$ cat src/rtl/core/spc_pkg.sv
// ----------------------------------------------------------------------------
// spc_pkg
// shared types and constants of the sprite pair collision unit
// ----------------------------------------------------------------------------
package spc_pkg;

    localparam int POS_DEPTH = 8;
    localparam int ROW_DEPTH = 32;
    localparam int PAIRS     = 6;

    localparam logic [1:0] KIND_WRITE = 2'd0;
    localparam logic [1:0] KIND_READ  = 2'd1;
    localparam logic [1:0] KIND_FRAME = 2'd2;

    localparam logic [5:0] POS_PAGE  = 6'h1E;
    localparam logic [3:0] ROW_PAGE  = 4'hC;
    localparam logic [8:0] COLL_ADDR = 9'h1FD;
    localparam logic [7:0] PAIR_MASK = 8'h3F;

    typedef struct packed {
        logic       pos_we;
        logic [2:0] pos_waddr;
        logic [2:0] pos_raddr;
        logic       row_we;
        logic [4:0] row_waddr;
        logic [4:0] row_raddr;
        logic [7:0] wdata;
    } spc_mem_req_t;

    function automatic logic [1:0] pair_first(input logic [2:0] p);
        logic [1:0] s;
        unique case (p)
            3'd0, 3'd1, 3'd2: s = 2'd0;
            3'd3, 3'd4:       s = 2'd1;
            3'd5:             s = 2'd2;
            default:          s = 2'd0;
        endcase
        return s;
    endfunction

    function automatic logic [1:0] pair_second(input logic [2:0] p);
        logic [1:0] s;
        unique case (p)
            3'd0:             s = 2'd1;
            3'd1, 3'd3:       s = 2'd2;
            3'd2, 3'd4, 3'd5: s = 2'd3;
            default:          s = 2'd1;
        endcase
        return s;
    endfunction

endpackage

$ cat src/rtl/core/spc_ram.sv
// ----------------------------------------------------------------------------
// spc_ram
// generic single write, single read ram with registered read data
// ----------------------------------------------------------------------------
module spc_ram #(
    parameter int WIDTH = 8,
    parameter int DEPTH = 8
) (
    input  logic                     clk,
    input  logic                     we,
    input  logic [$clog2(DEPTH)-1:0] waddr,
    input  logic [WIDTH-1:0]         wdata,
    input  logic [$clog2(DEPTH)-1:0] raddr,
    output logic [WIDTH-1:0]         rdata
);

    logic [WIDTH-1:0] mem [DEPTH];

    always_ff @(posedge clk)
    begin
        if (we)
        begin
            mem[waddr] <= wdata;
        end
        rdata <= mem[raddr];
    end

endmodule

$ cat src/rtl/core/spc_store.sv
// ----------------------------------------------------------------------------
// spc_store
// position and image row memories with per-entry valid bits; entries never
// written since reset read back as zero
// ----------------------------------------------------------------------------
module spc_store
    import spc_pkg::*;
(
    input  logic         clk,
    input  logic         rst_n,
    input  spc_mem_req_t req,
    output logic [7:0]   pos_q,
    output logic [7:0]   row_q
);

    logic [POS_DEPTH-1:0] pos_vld_reg;
    logic [ROW_DEPTH-1:0] row_vld_reg;
    logic                 pos_rvld_reg;
    logic                 row_rvld_reg;
    logic [7:0]           pos_rdata;
    logic [7:0]           row_rdata;

    spc_ram #(.WIDTH(8), .DEPTH(POS_DEPTH)) u_pos_ram (
        .clk   (clk),
        .we    (req.pos_we),
        .waddr (req.pos_waddr),
        .wdata (req.wdata),
        .raddr (req.pos_raddr),
        .rdata (pos_rdata)
    );

    spc_ram #(.WIDTH(8), .DEPTH(ROW_DEPTH)) u_row_ram (
        .clk   (clk),
        .we    (req.row_we),
        .waddr (req.row_waddr),
        .wdata (req.wdata),
        .raddr (req.row_raddr),
        .rdata (row_rdata)
    );

    always_ff @(posedge clk or negedge rst_n)
    begin
        if (!rst_n)
        begin
            pos_vld_reg  <= '0;
            row_vld_reg  <= '0;
            pos_rvld_reg <= 1'b0;
            row_rvld_reg <= 1'b0;
        end
        else
        begin
            if (req.pos_we)
            begin
                pos_vld_reg[req.pos_waddr] <= 1'b1;
            end
            if (req.row_we)
            begin
                row_vld_reg[req.row_waddr] <= 1'b1;
            end
            pos_rvld_reg <= pos_vld_reg[req.pos_raddr];
            row_rvld_reg <= row_vld_reg[req.row_raddr];
        end
    end

    assign pos_q = pos_rvld_reg ? pos_rdata : 8'h00;
    assign row_q = row_rvld_reg ? row_rdata : 8'h00;

endmodule

$ cat src/rtl/core/sprite_pair_collision_unit.sv
// ----------------------------------------------------------------------------
// sprite_pair_collision_unit
// sprite position and image registers with a frame-end pair collision check
// ----------------------------------------------------------------------------
// write, no-op, collision byte or unmapped read: the result goes through S_OUT
//   to the registered output; a new request is taken only back in S_IDLE
// position or image read: S_RDATA takes the registered memory read data, then S_OUT
// frame end: each pair runs S_PAIR, S_PXA, S_PYB, S_PXB and S_DX (position reads),
//   then up to 8 row steps of S_RA, S_RB and S_CMP on the single row read port
// reset clears the collision byte and marks all stored bytes as zero
// ----------------------------------------------------------------------------
module sprite_pair_collision_unit
    import spc_pkg::*;
#(
    parameter int NUM_SPRITES = 4
) (
    input  logic       clk,
    input  logic       rst_n,
    input  logic       in_valid,
    output logic       in_ready,
    input  logic [1:0] kind,
    input  logic [8:0] address,
    input  logic [7:0] write_data,
    output logic       out_valid,
    input  logic       out_ready,
    output logic [7:0] read_data
);

    typedef enum logic [10:0] {
        S_IDLE  = 11'b000_0000_0001,
        S_RDATA = 11'b000_0000_0010,
        S_OUT   = 11'b000_0000_0100,
        S_PAIR  = 11'b000_0000_1000,
        S_PXA   = 11'b000_0001_0000,
        S_PYB   = 11'b000_0010_0000,
        S_PXB   = 11'b000_0100_0000,
        S_DX    = 11'b000_1000_0000,
        S_RA    = 11'b001_0000_0000,
        S_RB    = 11'b010_0000_0000,
        S_CMP   = 11'b100_0000_0000
    } state_t;

    state_t             state_reg, state_next;
    logic [2:0]         pair_reg, pair_next;
    logic [2:0]         k_reg, k_next;
    logic [7:0]         pa_reg, pa_next;
    logic [7:0]         xa_reg, xa_next;
    logic [7:0]         pb_reg, pb_next;
    logic signed [3:0]  dx_reg, dx_next;
    logic signed [8:0]  d_reg, d_next;
    logic [7:0]         ra_reg, ra_next;
    logic [7:0]         res_reg, res_next;
    logic [7:0]         coll_reg, coll_next;
    logic               sel_row_reg, sel_row_next;
    logic               out_valid_reg, out_valid_next;
    logic [7:0]         data_reg, data_next;

    spc_mem_req_t       mem_req;
    logic [7:0]         pos_q;
    logic [7:0]         row_q;

    logic               accept;
    logic               is_pos;
    logic               is_row;
    logic               is_coll;
    logic [1:0]         sa;
    logic [1:0]         sb;
    logic               pair_live;
    logic               last_pair;
    logic signed [8:0]  diff;
    logic signed [9:0]  j;
    logic               j_in;
    logic [3:0]         neg_dx;
    logic [7:0]         ra_sh;
    logic [7:0]         rb_sh;
    logic               go_k;
    logic               go_pair;

    spc_store u_store (
        .clk   (clk),
        .rst_n (rst_n),
        .req   (mem_req),
        .pos_q (pos_q),
        .row_q (row_q)
    );

    assign in_ready = (state_reg == S_IDLE);
    assign accept   = in_valid && in_ready;
    assign is_pos   = (address[8:3] == POS_PAGE);
    assign is_row   = (address[8:5] == ROW_PAGE);
    assign is_coll  = (address == COLL_ADDR);

    assign sa        = pair_first(pair_reg);
    assign sb        = pair_second(pair_reg);
    assign pair_live = ({1'b0, sb} < 3'(NUM_SPRITES));
    assign last_pair = (pair_reg == 3'(PAIRS - 1));

    assign diff   = $signed({1'b0, xa_reg}) - $signed({1'b0, pos_q});
    assign j      = $signed({d_reg[8], d_reg}) + $signed({7'b0, k_reg});
    assign j_in   = (j[9:3] == 7'd0);
    assign neg_dx = 4'(-dx_reg);
    assign ra_sh  = dx_reg[3] ? ra_reg : (ra_reg >> dx_reg[2:0]);
    assign rb_sh  = dx_reg[3] ? (row_q >> neg_dx[2:0]) : row_q;

    always_comb
    begin
        state_next   = state_reg;
        pair_next    = pair_reg;
        k_next       = k_reg;
        pa_next      = pa_reg;
        xa_next      = xa_reg;
        pb_next      = pb_reg;
        dx_next      = dx_reg;
        d_next       = d_reg;
        ra_next      = ra_reg;
        res_next     = res_reg;
        coll_next    = coll_reg;
        sel_row_next = sel_row_reg;
        go_k         = 1'b0;
        go_pair      = 1'b0;

        mem_req           = '0;
        mem_req.pos_waddr = address[2:0];
        mem_req.row_waddr = address[4:0];
        mem_req.wdata     = write_data;

        unique case (state_reg)
            S_IDLE:
            begin
                if (accept)
                begin
                    res_next   = 8'h00;
                    state_next = S_OUT;
                    case (kind)
                        KIND_WRITE:
                        begin
                            mem_req.pos_we = is_pos;
                            mem_req.row_we = is_row;
                            if (is_coll)
                            begin
                                coll_next = write_data;
                            end
                        end
                        KIND_READ:
                        begin
                            mem_req.pos_raddr = address[2:0];
                            mem_req.row_raddr = address[4:0];
                            sel_row_next      = is_row;
                            if (is_pos || is_row)
                            begin
                                state_next = S_RDATA;
                            end
                            else if (is_coll)
                            begin
                                res_next = coll_reg;
                            end
                        end
                        KIND_FRAME:
                        begin
                            coll_next  = coll_reg | PAIR_MASK;
                            pair_next  = 3'd0;
                            state_next = S_PAIR;
                        end
                        default:
                        begin
                            res_next = 8'h00;
                        end
                    endcase
                end
            end
            S_RDATA:
            begin
                res_next   = sel_row_reg ? row_q : pos_q;
                state_next = S_OUT;
            end
            S_OUT:
            begin
                if (!out_valid_reg || out_ready)
                begin
                    state_next = S_IDLE;
                end
            end
            S_PAIR:
            begin
                if (pair_live)
                begin
                    mem_req.pos_raddr = {sa, 1'b0};
                    state_next        = S_PXA;
                end
                else
                begin
                    go_pair = 1'b1;
                end
            end
            S_PXA:
            begin
                pa_next           = pos_q;
                mem_req.pos_raddr = {sa, 1'b1};
                state_next        = S_PYB;
            end
            S_PYB:
            begin
                xa_next           = pos_q;
                mem_req.pos_raddr = {sb, 1'b0};
                state_next        = S_PXB;
            end
            S_PXB:
            begin
                pb_next           = pos_q;
                mem_req.pos_raddr = {sb, 1'b1};
                state_next        = S_DX;
            end
            S_DX:
            begin
                dx_next = diff[3:0];
                d_next  = $signed({1'b0, pb_reg}) - $signed({1'b0, pa_reg});
                k_next  = 3'd0;
                if ((diff > -9'sd8) && (diff < 9'sd8))
                begin
                    state_next = S_RA;
                end
                else
                begin
                    go_pair = 1'b1;
                end
            end
            S_RA:
            begin
                if (j_in)
                begin
                    mem_req.row_raddr = {sa, k_reg};
                    state_next        = S_RB;
                end
                else
                begin
                    go_k = 1'b1;
                end
            end
            S_RB:
            begin
                ra_next           = row_q;
                mem_req.row_raddr = {sb, j[2:0]};
                state_next        = S_CMP;
            end
            S_CMP:
            begin
                if ((ra_sh & rb_sh) != 8'h00)
                begin
                    coll_next = coll_reg & ~(8'd1 << pair_reg);
                    go_pair   = 1'b1;
                end
                else
                begin
                    go_k = 1'b1;
                end
            end
            default:
            begin
                state_next = S_IDLE;
            end
        endcase

        if (go_k)
        begin
            if (k_reg == 3'd7)
            begin
                go_pair = 1'b1;
            end
            else
            begin
                k_next     = k_reg + 3'd1;
                state_next = S_RA;
            end
        end

        if (go_pair)
        begin
            if (last_pair)
            begin
                res_next   = 8'h00;
                state_next = S_OUT;
            end
            else
            begin
                pair_next  = pair_reg + 3'd1;
                state_next = S_PAIR;
            end
        end
    end

    always_comb
    begin
        out_valid_next = out_valid_reg && !out_ready;
        data_next      = data_reg;
        if ((state_reg == S_OUT) && (!out_valid_reg || out_ready))
        begin
            out_valid_next = 1'b1;
            data_next      = res_reg;
        end
    end

    always_ff @(posedge clk or negedge rst_n)
    begin
        if (!rst_n)
        begin
            state_reg     <= S_IDLE;
            coll_reg      <= 8'h00;
            out_valid_reg <= 1'b0;
            pair_reg      <= 3'd0;
            k_reg         <= 3'd0;
        end
        else
        begin
            state_reg     <= state_next;
            coll_reg      <= coll_next;
            out_valid_reg <= out_valid_next;
            pair_reg      <= pair_next;
            k_reg         <= k_next;
        end
    end

    always_ff @(posedge clk)
    begin
        pa_reg      <= pa_next;
        xa_reg      <= xa_next;
        pb_reg      <= pb_next;
        dx_reg      <= dx_next;
        d_reg       <= d_next;
        ra_reg      <= ra_next;
        res_reg     <= res_next;
        sel_row_reg <= sel_row_next;
        data_reg    <= data_next;
    end

    assign out_valid = out_valid_reg;
    assign read_data = data_reg;

endmodule
$ cat config.mk
export PLATFORM = sky130hd
export DESIGN_NAME = sprite_pair_collision_unit
export DESIGN_NICKNAME = d
export VERILOG_FILES = /design/src/rtl/core/spc_pkg.sv /design/src/rtl/core/spc_ram.sv /design/src/rtl/core/spc_store.sv /design/src/rtl/core/sprite_pair_collision_unit.sv
export SDC_FILE = /design/constraint.sdc
export NUM_CORES = 1
export LEC_CHECK = 0
export BUFFER_PORTS_ARGS = -buffer_cell sky130_fd_sc_hd__buf_2
export CELL_PAD_IN_SITES_DETAIL_PLACEMENT = 1
export CELL_PAD_IN_SITES_GLOBAL_PLACEMENT = 1
export CORE_ASPECT_RATIO = 1.25
export CORE_MARGIN = 2
export CORE_UTILIZATION = 58
export CTS_CLUSTER_DIAMETER = 120
export DETAILED_ROUTE_END_ITERATION = 16
export HOLD_SLACK_MARGIN = 0.03
export MAX_ROUTING_LAYER = met4
export PLACE_DENSITY_LB_ADDON = 0.1
export SYNTH_ARGS = -nofsm -noshare
export SYNTH_HDL_FRONTEND = slang
export SYNTH_SLANG_ARGS = --single-unit
$ cat constraint.sdc
create_clock -name clk -period 10.9 [get_ports clk]
set_clock_uncertainty 0.1 [all_clocks]
set_input_delay 0.545 -clock clk [delete_from_list [all_inputs] [get_ports clk]]
set_output_delay 0.545 -clock clk [all_outputs]
set_load 0.02 [all_outputs]
==> results of run 1 <==
cell usage in the layout, fill, tap and decap left out, drive strengths merged, types with 13 or more instances in the layout:
cell type	n
a21oi	39
a22oi	31
and2	13
buf	47
clkbuf	69
dfrtp	67
dfxtp	24
edfxtp	374
ha	34
inv	46
mux2	19
mux2i	67
mux4	71
nand2	71
nand2b	13
nor2	81
nor3	14
o21ai	40
or2	46
final timing paths:
check	slack, ps	cells after the start	endpoint
max reg2reg	6020	14	u_store.u_row_ram.rdata[0]
max	6020	14	u_store.u_row_ram.rdata[0]
min reg2reg	330	0	read_data[7]
min	140	2	state_reg[0]
max in group asynchronous	9310	3	coll_reg[0]
min in group asynchronous	300	2	u_store.row_vld_reg[15]
cell families (layout without fill, tap and decap cells):
family	Yosys count	in the layout	share of synthesized area [%]
AO/OA/AOI/OAI	170	170	5.76
multiplexers	157	157	12.6
buffers and inverters	92	179	2.06
AND/OR/NAND/NOR	314	314	8.37
flip-flops	466	466	68.1
XOR/XNOR	14	14	0.623
adder cells (fa/ha/maj)	37	37	2.47
through the flow:
stage	total power, mW	instances	util, %	instance area (sq um)
floorplan	2.17	1250	-	19700
global placement	2.27	1674	60.6	20300
detailed placement	2.28	1674	60.6	20300
CTS	3.87	1760	65.2	21800
global route	3.95	1760	65.2	21800
finish	3.85	1760	65.2	21800
layer usage:
metal	GRT usage, %	routed length (microns)
met2	51.9	26800
met1	38.0	19900
met3	3.74	2620
met5	-	0
met4	16.1	2810
repair_timing:
action                                 4_1_cts  5_1_grt
endpoints found under the hold margin       17        0
buffers inserted                             0        0
hold buffers                                 1        0
area by class of cell:
class,count,area share [%]
inverter,46,0.791
clock buffer,69,6.19
timing repair buffer,48,1.31
tap,423,2.42
sequential,466,61.4
multi-input combinational,692,27.1
clock inverter,16,0.785
power breakdown:
part,internal [mW],leakage [nW],switching (mW)
clock,0.949,0.745,0.655
sequential,1.96,4.44,0.0328
combinational,0.0912,2.81,0.168
total,3.00,7.99,0.855
==> run_results.csv, run 1 <==
group,metric,value,unit
status,status,"finished, final reports clean",
clocking,clock_latency,560,ps
place,hpwl,34.3,mm
worst_hold_path,worstHoldPathType,"input port to register",
grt,grt_max_degree,52,
synth,syn_avg_cell_area,15.8,sq um
clocking,cts_root_buffer,"clkbuf_16",
setup_path,critPathBufInv,3,
grt,grt_pass1_vias,12300,
clocking,cts_buffers,46,
synth,yosysTopAreaCellShare,57.0,%
timing,maxSlewViolCount,0,
setup_path,cp.arrival,5200,ps
drt,post-route-drc-count,0,
final_layout,num-nets-final,1360,
synth,async_flop_share,14.6,%
synth,ys_seq_elements,466,
setup_path,crit_type,"register to register",
drt,num_vias,11400,
setup_path,crit_slowest_cell,"buf_4",
synth,synth_edf_count,374,
synth,synthTopCellsByCount,"edfxtp_1 (374), nor2_1 (80), mux4_2 (71), nand2_1 (71)",
die,initial_core_util,58.8,%
die,core-area,33500,sq um
grt,grt_pass1_wl,77.9,mm
setup_path,worstPathCellList,"ha_1, inv_1, fa_1, nor2b_1, and3b_1, a211o_1, nor2_1, a31oi_4, buf_4, buf_4, mux4_2, a22o_1, a221oi_1, nand3_1",
synth,yosys.area.top_type,"edfxtp_1",
place,portBuffers,32,
drt,via_per_inst,6.48,
synth,ys_seq_area_share,68.1,%
run,maxCapViolCount,0,
setup_path,critPathLaunch,"k_reg[0]",
drt,drt_iter0_markers,1043,
final_layout,area_growth_syn_to_layout,10.9,%
place,dp_slack,5990,ps
timing,fmax,205,MHz
die,die_x,169,microns
timing,finalCritPeriodShare,44.8,%
final_layout,multi_input_area,5910,sq um
timing,min_period,4880,ps
drt,wl,52.2,mm
setup_path,r2r-start,"k_reg[0]",
synth,synth_flop_cell,"edfxtp_1",
drt,antenna_left,0,
worst_hold_path,min_from,"in_valid",
grt,antenna_found_initial,0,
timing,setup_ws,6020,ps
final_layout,largest_reg_flops,256,
timing,tns,0,ps
die,die_area,35500,sq um
timing,tightest_slew,1240,ps
die,num_rows,75,
synth,synth.area.top_cells,"edfxtp_1 (57%), dfrtp_1 (8.5%), mux4_2 (8.1%)",
timing,hold_violations,0,
drt,firstDrtPassIters,5,
setup_path,cp_max_fo,44,
synth,synth_cells,1250,
clocking,clk_pin_slew,60,ps
power,irDropWorstVdd,0.162,mV
drt,routedWlPerCell,29.6,microns
setup_path,critPathTopFamily,"buffers and inverters",
timing,slew_headroom,17.3,%
timing,rsz0062_at_grt,"false",
clocking,tritoncts,"built",
timing,hold_ws,142,ps
synth,yosysUniqueCellTypes,73,
setup_path,cp-end-kind,"register",
clocking,cts_resized,0,
final_layout,num-fill-cells,2951,
grt,gr-total-overflow,0,
final_layout,antenna_cells,0,
synth,syn_area,19700,sq um
timing,setup_viol,0,
die,io_pins,33,
setup_path,crit_top_cell,"buf_4",
grt,track_usage,31.2,%
clocking,clock_path_buffers,3,
power,power_density,176,nW/um^2
final_layout,drive_above_1_share,19.1,%
clocking,htree_levels,2,
final_layout,regArea,13400,sq um
synth,synth_nets,1310,
setup_path,cp.required,11210,ps
synth,synth_most_common_cell,"edfxtp_1",
die,die_h,210,microns
clocking,numClockSinks,466,
place,place_congestion,0.874,
synth,yosys_warnings,0,
power,leakagePower,7.99,nW
setup_path,start_kind,"register",
setup_path,max_stage_delay,760,ps
(Power assumes the default switching activity.)
==> inputs of run 2 (changes only) <==
--- a/config.mk
+++ b/config.mk
@@ -10,7 +10,7 @@
 export CELL_PAD_IN_SITES_GLOBAL_PLACEMENT = 1
 export CORE_ASPECT_RATIO = 1.25
 export CORE_MARGIN = 2
-export CORE_UTILIZATION = 58
+export CORE_UTILIZATION = 54
 export CTS_CLUSTER_DIAMETER = 120
 export DETAILED_ROUTE_END_ITERATION = 16
 export HOLD_SLACK_MARGIN = 0.03
==> constraint.sdc (replaced) <==
create_clock -name clk -period 5.05 [get_ports clk]
set_clock_uncertainty 0.1 [all_clocks]
set_input_delay 0.2525 -clock clk [delete_from_list [all_inputs] [get_ports clk]]
set_output_delay 0.2525 -clock clk [all_outputs]
set_load 0.02 [all_outputs]
==> run 2 against run 1 <==
- first-iteration DRC count shrank 8.8%
- count of clock-buffer cells in the layout down 6
- setup slack lost 5100 ps
- via count up 0.68%
- global-route usage shrank 2.3 points
- largest cell class unchanged
- sequential power grew 120%
- combinational power increased by 120%
==> run_results.csv, run 2 (synthesis gave the netlist of run 1 again) <==
group,metric,value,unit
clocking,htree_levels,2,
setup_path,cp.arrival,4500,ps
final_layout,layout_common_cells,"edfxtp_1 (374), nor2_1 (80), nand2_1 (71), mux4_2 (71)",
grt,grt_pass1_vias,12300,
setup_path,crit_type,"register to register",
setup_path,max_stage_delay,570,ps
timing,setup_ws,882,ps
status,status,"finished, final reports clean",
timing,min_period,4170,ps
clocking,tritoncts,"built",
final_layout,num-nets-final,1399,
die,die_x,175,microns
setup_path,cp.required,5380,ps
grt,grt_pass1_wl,78.6,mm
die,initial_core_util,54.5,%
power,power_density,381,nW/um^2
timing,maxSlewViolCount,0,
power,leakagePower,8.24,nW
setup_path,cp_max_fo,40,
final_layout,largest_reg_flops,256,
timing,rsz0062_at_grt,"false",
setup_path,cp-end-kind,"register",
setup_path,start_kind,"register",
setup_path,crit_slowest_cell,"mux4_2",
power,irDropWorstVdd,0.459,mV
drt,post-route-drc-count,0,
place,hpwl,34.5,mm
clocking,cts_resized,0,
clocking,clock_latency,570,ps
clocking,clock_path_buffers,3,
die,die_h,218,microns
drt,antenna_left,0,
run,maxCapViolCount,0,
final_layout,drive_above_1_share,21.5,%
grt,grt_max_degree,69,
final_layout,num-fill-cells,3283,
die,num_rows,78,
drt,drt_iter0_markers,951,
clocking,clk_pin_slew,70,ps
grt,antenna_found_initial,0,
timing,finalCritPeriodShare,82.5,%
clocking,cts_buffers,46,
drt,num_vias,11500,
place,place_congestion,0.921,
final_layout,area_growth_syn_to_layout,13.3,%
drt,wl,52.0,mm
die,io_pins,33,
place,portBuffers,32,
timing,hold_violations,0,
timing,tns,0,ps
setup_path,worstPathCellList,"ha_1, inv_1, fa_1, nor2b_1, o2111ai_1, a211o_1, nor2_1, a311o_2, buf_12, mux4_2, a22oi_1, nand4_1",
drt,firstDrtPassIters,5,
timing,slew_headroom,27.5,%
die,core-area,36100,sq um
clocking,cts_root_buffer,"clkbuf_16",
final_layout,final_common_cell,"edfxtp_1",
drt,routedWlPerCell,28.0,microns
place,dp_slack,904,ps
worst_hold_path,worstHoldPathType,"input port to register",
timing,tightest_slew,1090,ps
clocking,numClockSinks,466,
grt,gr-total-overflow,0,
drt,via_per_inst,6.18,
die,die_area,38000,sq um
timing,setup_viol,0,
grt,track_usage,28.9,%
timing,fmax,240,MHz
run 2: worst max-delay path: cells and delay by family, from the launching register on:
kind / cells / cell delay [ps]
adders and majority gates: 2 / 610
DFF: 1 / 460
buffers and inverters: 2 / 380
muxes: 1 / 570
and+or+nand+nor: 3 / 720
AOI/OAI and AO/OA: 4 / 1180
run 2: power by group:
part	leakage [nW]	switching, mW	internal (mW)	total (mW)
logic	3.02	0.372	0.209	0.581
registers	4.44	0.0662	4.22	4.29
clock network	0.776	1.45	2.18	3.63
total	8.24	1.89	6.61	8.50
run 2: worst paths after layout:
kind / startpoint / end / slack (ps) / depth (start not counted)
hold / removal: kind[0] / state_reg[3] / 100 / 4
hold reg to reg: res_reg[3] / read_data[3] / 330 / 0
max in group asynchronous: rst_n / state_reg[1] / 3810 / 2
setup reg to reg: k_reg[0] / u_store.row_rvld_reg / 880 / 12
setup / recovery: k_reg[0] / u_store.row_rvld_reg / 880 / 12
min in group asynchronous: rst_n / u_store.row_vld_reg[11] / 290 / 2
run 2: metrics by stage:
step                      total power, mW  hold WS (ps)  area (sq um)  cells  utilization (%)
final                                8.50           100         22300   1857             61.8
after global routing                 8.75           121         22300   1856             61.8
after floorplan                      4.69          -143         19700   1250                -
after CTS                            8.56          77.9         22300   1856             61.8
after global placement               4.93           318         20700   1764             57.2
after detailed placement             4.94           318         20700   1764             57.2
run 2: cell type report:
cell class | count | area [sq um] | area share, %
Clock inverter | 22 | 315 | 1.41
Multi-Input combinational cell | 692 | 5920 | 26.5
Antenna cell | 1 | 2.50 | 0.0112
Clock buffer | 63 | 1280 | 5.72
Inverter | 46 | 173 | 0.774
Sequential cell | 466 | 13400 | 60.1
Tap cell | 480 | 601 | 2.69
Timing Repair Buffer | 87 | 618 | 2.77
run 2: per-layer routing:
metal	vias up	track usage, %	wire length [microns]
li1	4989	-	-
met1	6044	36.2	20600
met2	341	48.7	26900
met3	107	3.73	2500
met4	0	11.1	2040
met5	-	-	0
run 2: repair_timing:
action,CTS,global route
hold endpoints to repair,72,0
buffers inserted,0,0
hold buffers,7,0
==> inputs of run 3 (changes only) <==
--- a/config.mk
+++ b/config.mk
@@ -10,7 +10,7 @@
 export CELL_PAD_IN_SITES_GLOBAL_PLACEMENT = 1
 export CORE_ASPECT_RATIO = 1.25
 export CORE_MARGIN = 2
-export CORE_UTILIZATION = 54
+export CORE_UTILIZATION = 49
 export CTS_CLUSTER_DIAMETER = 120
 export DETAILED_ROUTE_END_ITERATION = 16
 export HOLD_SLACK_MARGIN = 0.03
==> constraint.sdc (replaced) <==
create_clock -name clk -period 3.7 [get_ports clk]
set_clock_uncertainty 0.1 [all_clocks]
set_input_delay 0.185 -clock clk [delete_from_list [all_inputs] [get_ports clk]]
set_output_delay 0.185 -clock clk [all_outputs]
set_load 0.02 [all_outputs]
==> run 3 against run 2 <==
- critical path depth is 2 higher
- final area is 4.0% higher
- sequential power is 36% higher
- cell count is 5.8% higher
- register-to-register slack worse by 770 ps
- global-route usage is 2.3 points lower
- power is 39% higher
- via count is 1.8% higher
- die area is 10% higher
- clock power is 39% higher
- highest routed layer unchanged
- count of clock-buffer cells in the layout is 8 lower
==> run_results.csv, run 3 (synthesis gave the netlist of run 1 again) <==
group,metric,value,unit
final_layout,area_growth_syn_to_layout,17.9,%
drt,post-route-drc-count,0,
grt,grt_pass1_vias,12600,
final_layout,final_common_cell,"edfxtp_1",
power,pwr-share-seq,49.6,%
timing,tightest_slew,966,ps
clocking,htree_levels,2,
clocking,clock_path_buffers,3,
drt,firstDrtPassIters,5,
power,power,11.8,mW
grt,grt_max_degree,42,
setup_path,critPathLaunch,"k_reg[0]",
die,die_x,183,microns
power,comb_power_share,7.5,%
worst_hold_path,worstHoldPathType,"input port to asynchronous set/reset pin",
power,irDropWorstVdd,0.497,mV
drt,met3WireLength,1.95,mm
final_layout,layout_common_cells,"edfxtp_1 (374), buf_4 (118), nor2_1 (79), nand2_1 (71), mux4_2 (71)",
timing,min_period,3590,ps
clocking,cts_buffers,48,
timing,slew_headroom,35.6,%
timing,hold_ws,91.0,ps
final_layout,largest_reg_flops,256,
setup_path,cp.required,4040,ps
status,status,"finished, final reports clean",
place,place_congestion,0.882,
die,io_pins,33,
timing,rsz0062_at_grt,"true",
grt,antenna_found_initial,0,
drt,wl_met2,26.8,mm
drt,via_per_inst,5.95,
clocking,tritoncts,"built",
timing,maxSlewViolCount,0,
drt,num_vias,11700,
die,num_rows,82,
power,clock_power_share,43.0,%
clocking,clk_pin_slew,60,ps
drt,met1_length,21.4,mm
place,hpwl,35.6,mm
setup_path,r2r-start,"k_reg[0]",
drt,top_layer,"met4",
drt,wl,52.7,mm
clocking,clock_latency,570,ps
clocking,cts_root_buffer,"clkbuf_16",
final_layout,drive_above_1_share,26.8,%
run,maxCapViolCount,0,
setup_path,crit_top_cell,"buf_4",
setup_path,cp-end-kind,"register",
final_layout,num-nets-final,1483,
final_layout,num-fill-cells,3698,
drt,antenna_left,0,
drt,drt_iter0_markers,990,
setup_path,critPathTopFamily,"compound AO/OA/AOI/OAI gates",
place,portBuffers,32,
power,switching_share,22.6,%
place,place_area,21200,sq um
setup_path,worstPathCellList,"ha_1, inv_1, fa_1, nor2b_2, o2111ai_1, a211o_1, nor2_4, buf_4, a311o_2, buf_4, mux4_2, a22o_1, nor2_1, nand4_1",
setup_path,crit_slowest_cell,"fa_1",
timing,finalCritPeriodShare,97.0,%
drt,routedWlPerCell,26.8,microns
setup_path,critPathBufInv,3,
timing,hold_violations,0,
setup_path,max_stage_delay,400,ps
timing,tns,0,ps
setup_path,crit_type,"register to register",
final_layout,final_cell_area,23200,sq um
power,power_density,508,nW/um^2
timing,setup_viol,0,
power,p_switching,2.66,mW
die,core-area,39900,sq um
die,die_area,41800,sq um
clocking,numClockSinks,466,
grt,gr-total-overflow,0,
setup_path,cp.arrival,3930,ps
final_layout,antenna_cells,0,
setup_path,cp_max_fo,16,
die,die_h,228,microns
final_layout,postLayoutCoreUtil,58.2,%
grt,grt_pass1_wl,79.6,mm
grt,track_usage,26.7,%
die,initial_core_util,49.3,%
timing,fmax,279,MHz
setup_path,start_kind,"register",
power,leakagePower,8.74,nW
power,p_int,9.13,mW
## run 3: cell count changes in the layout (fill, tap and decap cells not counted), moves of 6 or more
cell,change
clkinv_1,+6
a22oi_1,-6
clkbuf_1,-7
buf_12,+6
buf_4,+71
a22oi_2,+6
## run 3: power by group through the flow
stage	Clock, mW	Sequential, mW	Combinational [mW]
after floorplan	0	5.93	0.475
after global placement	0	5.95	0.816
after detailed placement	0	5.95	0.836
after CTS	5.15	5.84	0.865
after global routing	5.34	5.85	0.959
final	5.06	5.84	0.880
## run 3: cell type report
cell class	instances	area, sq um	share of cell area (%)
well taps	504	631	2.72
clock inverters	33	388	1.67
repair buffers	169	1340	5.76
multi-input cells	692	6010	25.9
clock buffers	55	1260	5.42
flip-flops and latches	466	13400	57.8
inverters	46	173	0.744
## run 3: what timing repair did
action                                 in CTS  in global routing
gates resized for setup                     8                 15
buffers inserted                            3                 13
setup endpoints to repair                   7                 21
endpoints found under the hold margin      43                  0
pin swaps                                   1                  5
cloned                                      0                  1
hold buffers                               10                  0
## run 3: path summary, 6_finish.rpt
path	cells past startpoint	end	slack (ps)
max in group asynchronous	3	state_reg[0]	2450
setup reg to reg	14	u_store.u_row_ram.rdata[5]	110
hold reg to reg	0	read_data[2]	340
setup / recovery	14	u_store.u_row_ram.rdata[5]	110
min in group clk	5	state_reg[2]	110
hold / removal	2	u_store.row_vld_reg[30]	90
## run 3: metal layers
metal | vias up | GRT usage [%]
met2 | 266 | 44.3
met4 | 0 | 11.8
li1 | 5170 | -
met5 | - | -
met1 | 6129 | 32.9
met3 | 119 | 3.53
## run 3: through the flow
| step | cells | worst slack (ps) |
|---|---|---|
| finish | 1965 | 112 |
| floorplan | 1250 | 2.14 |
| CTS | 1951 | -34.2 |
| global route | 1965 | -10.6 |
| detailed placement | 1850 | -313 |
| global placement | 1850 | -143 |
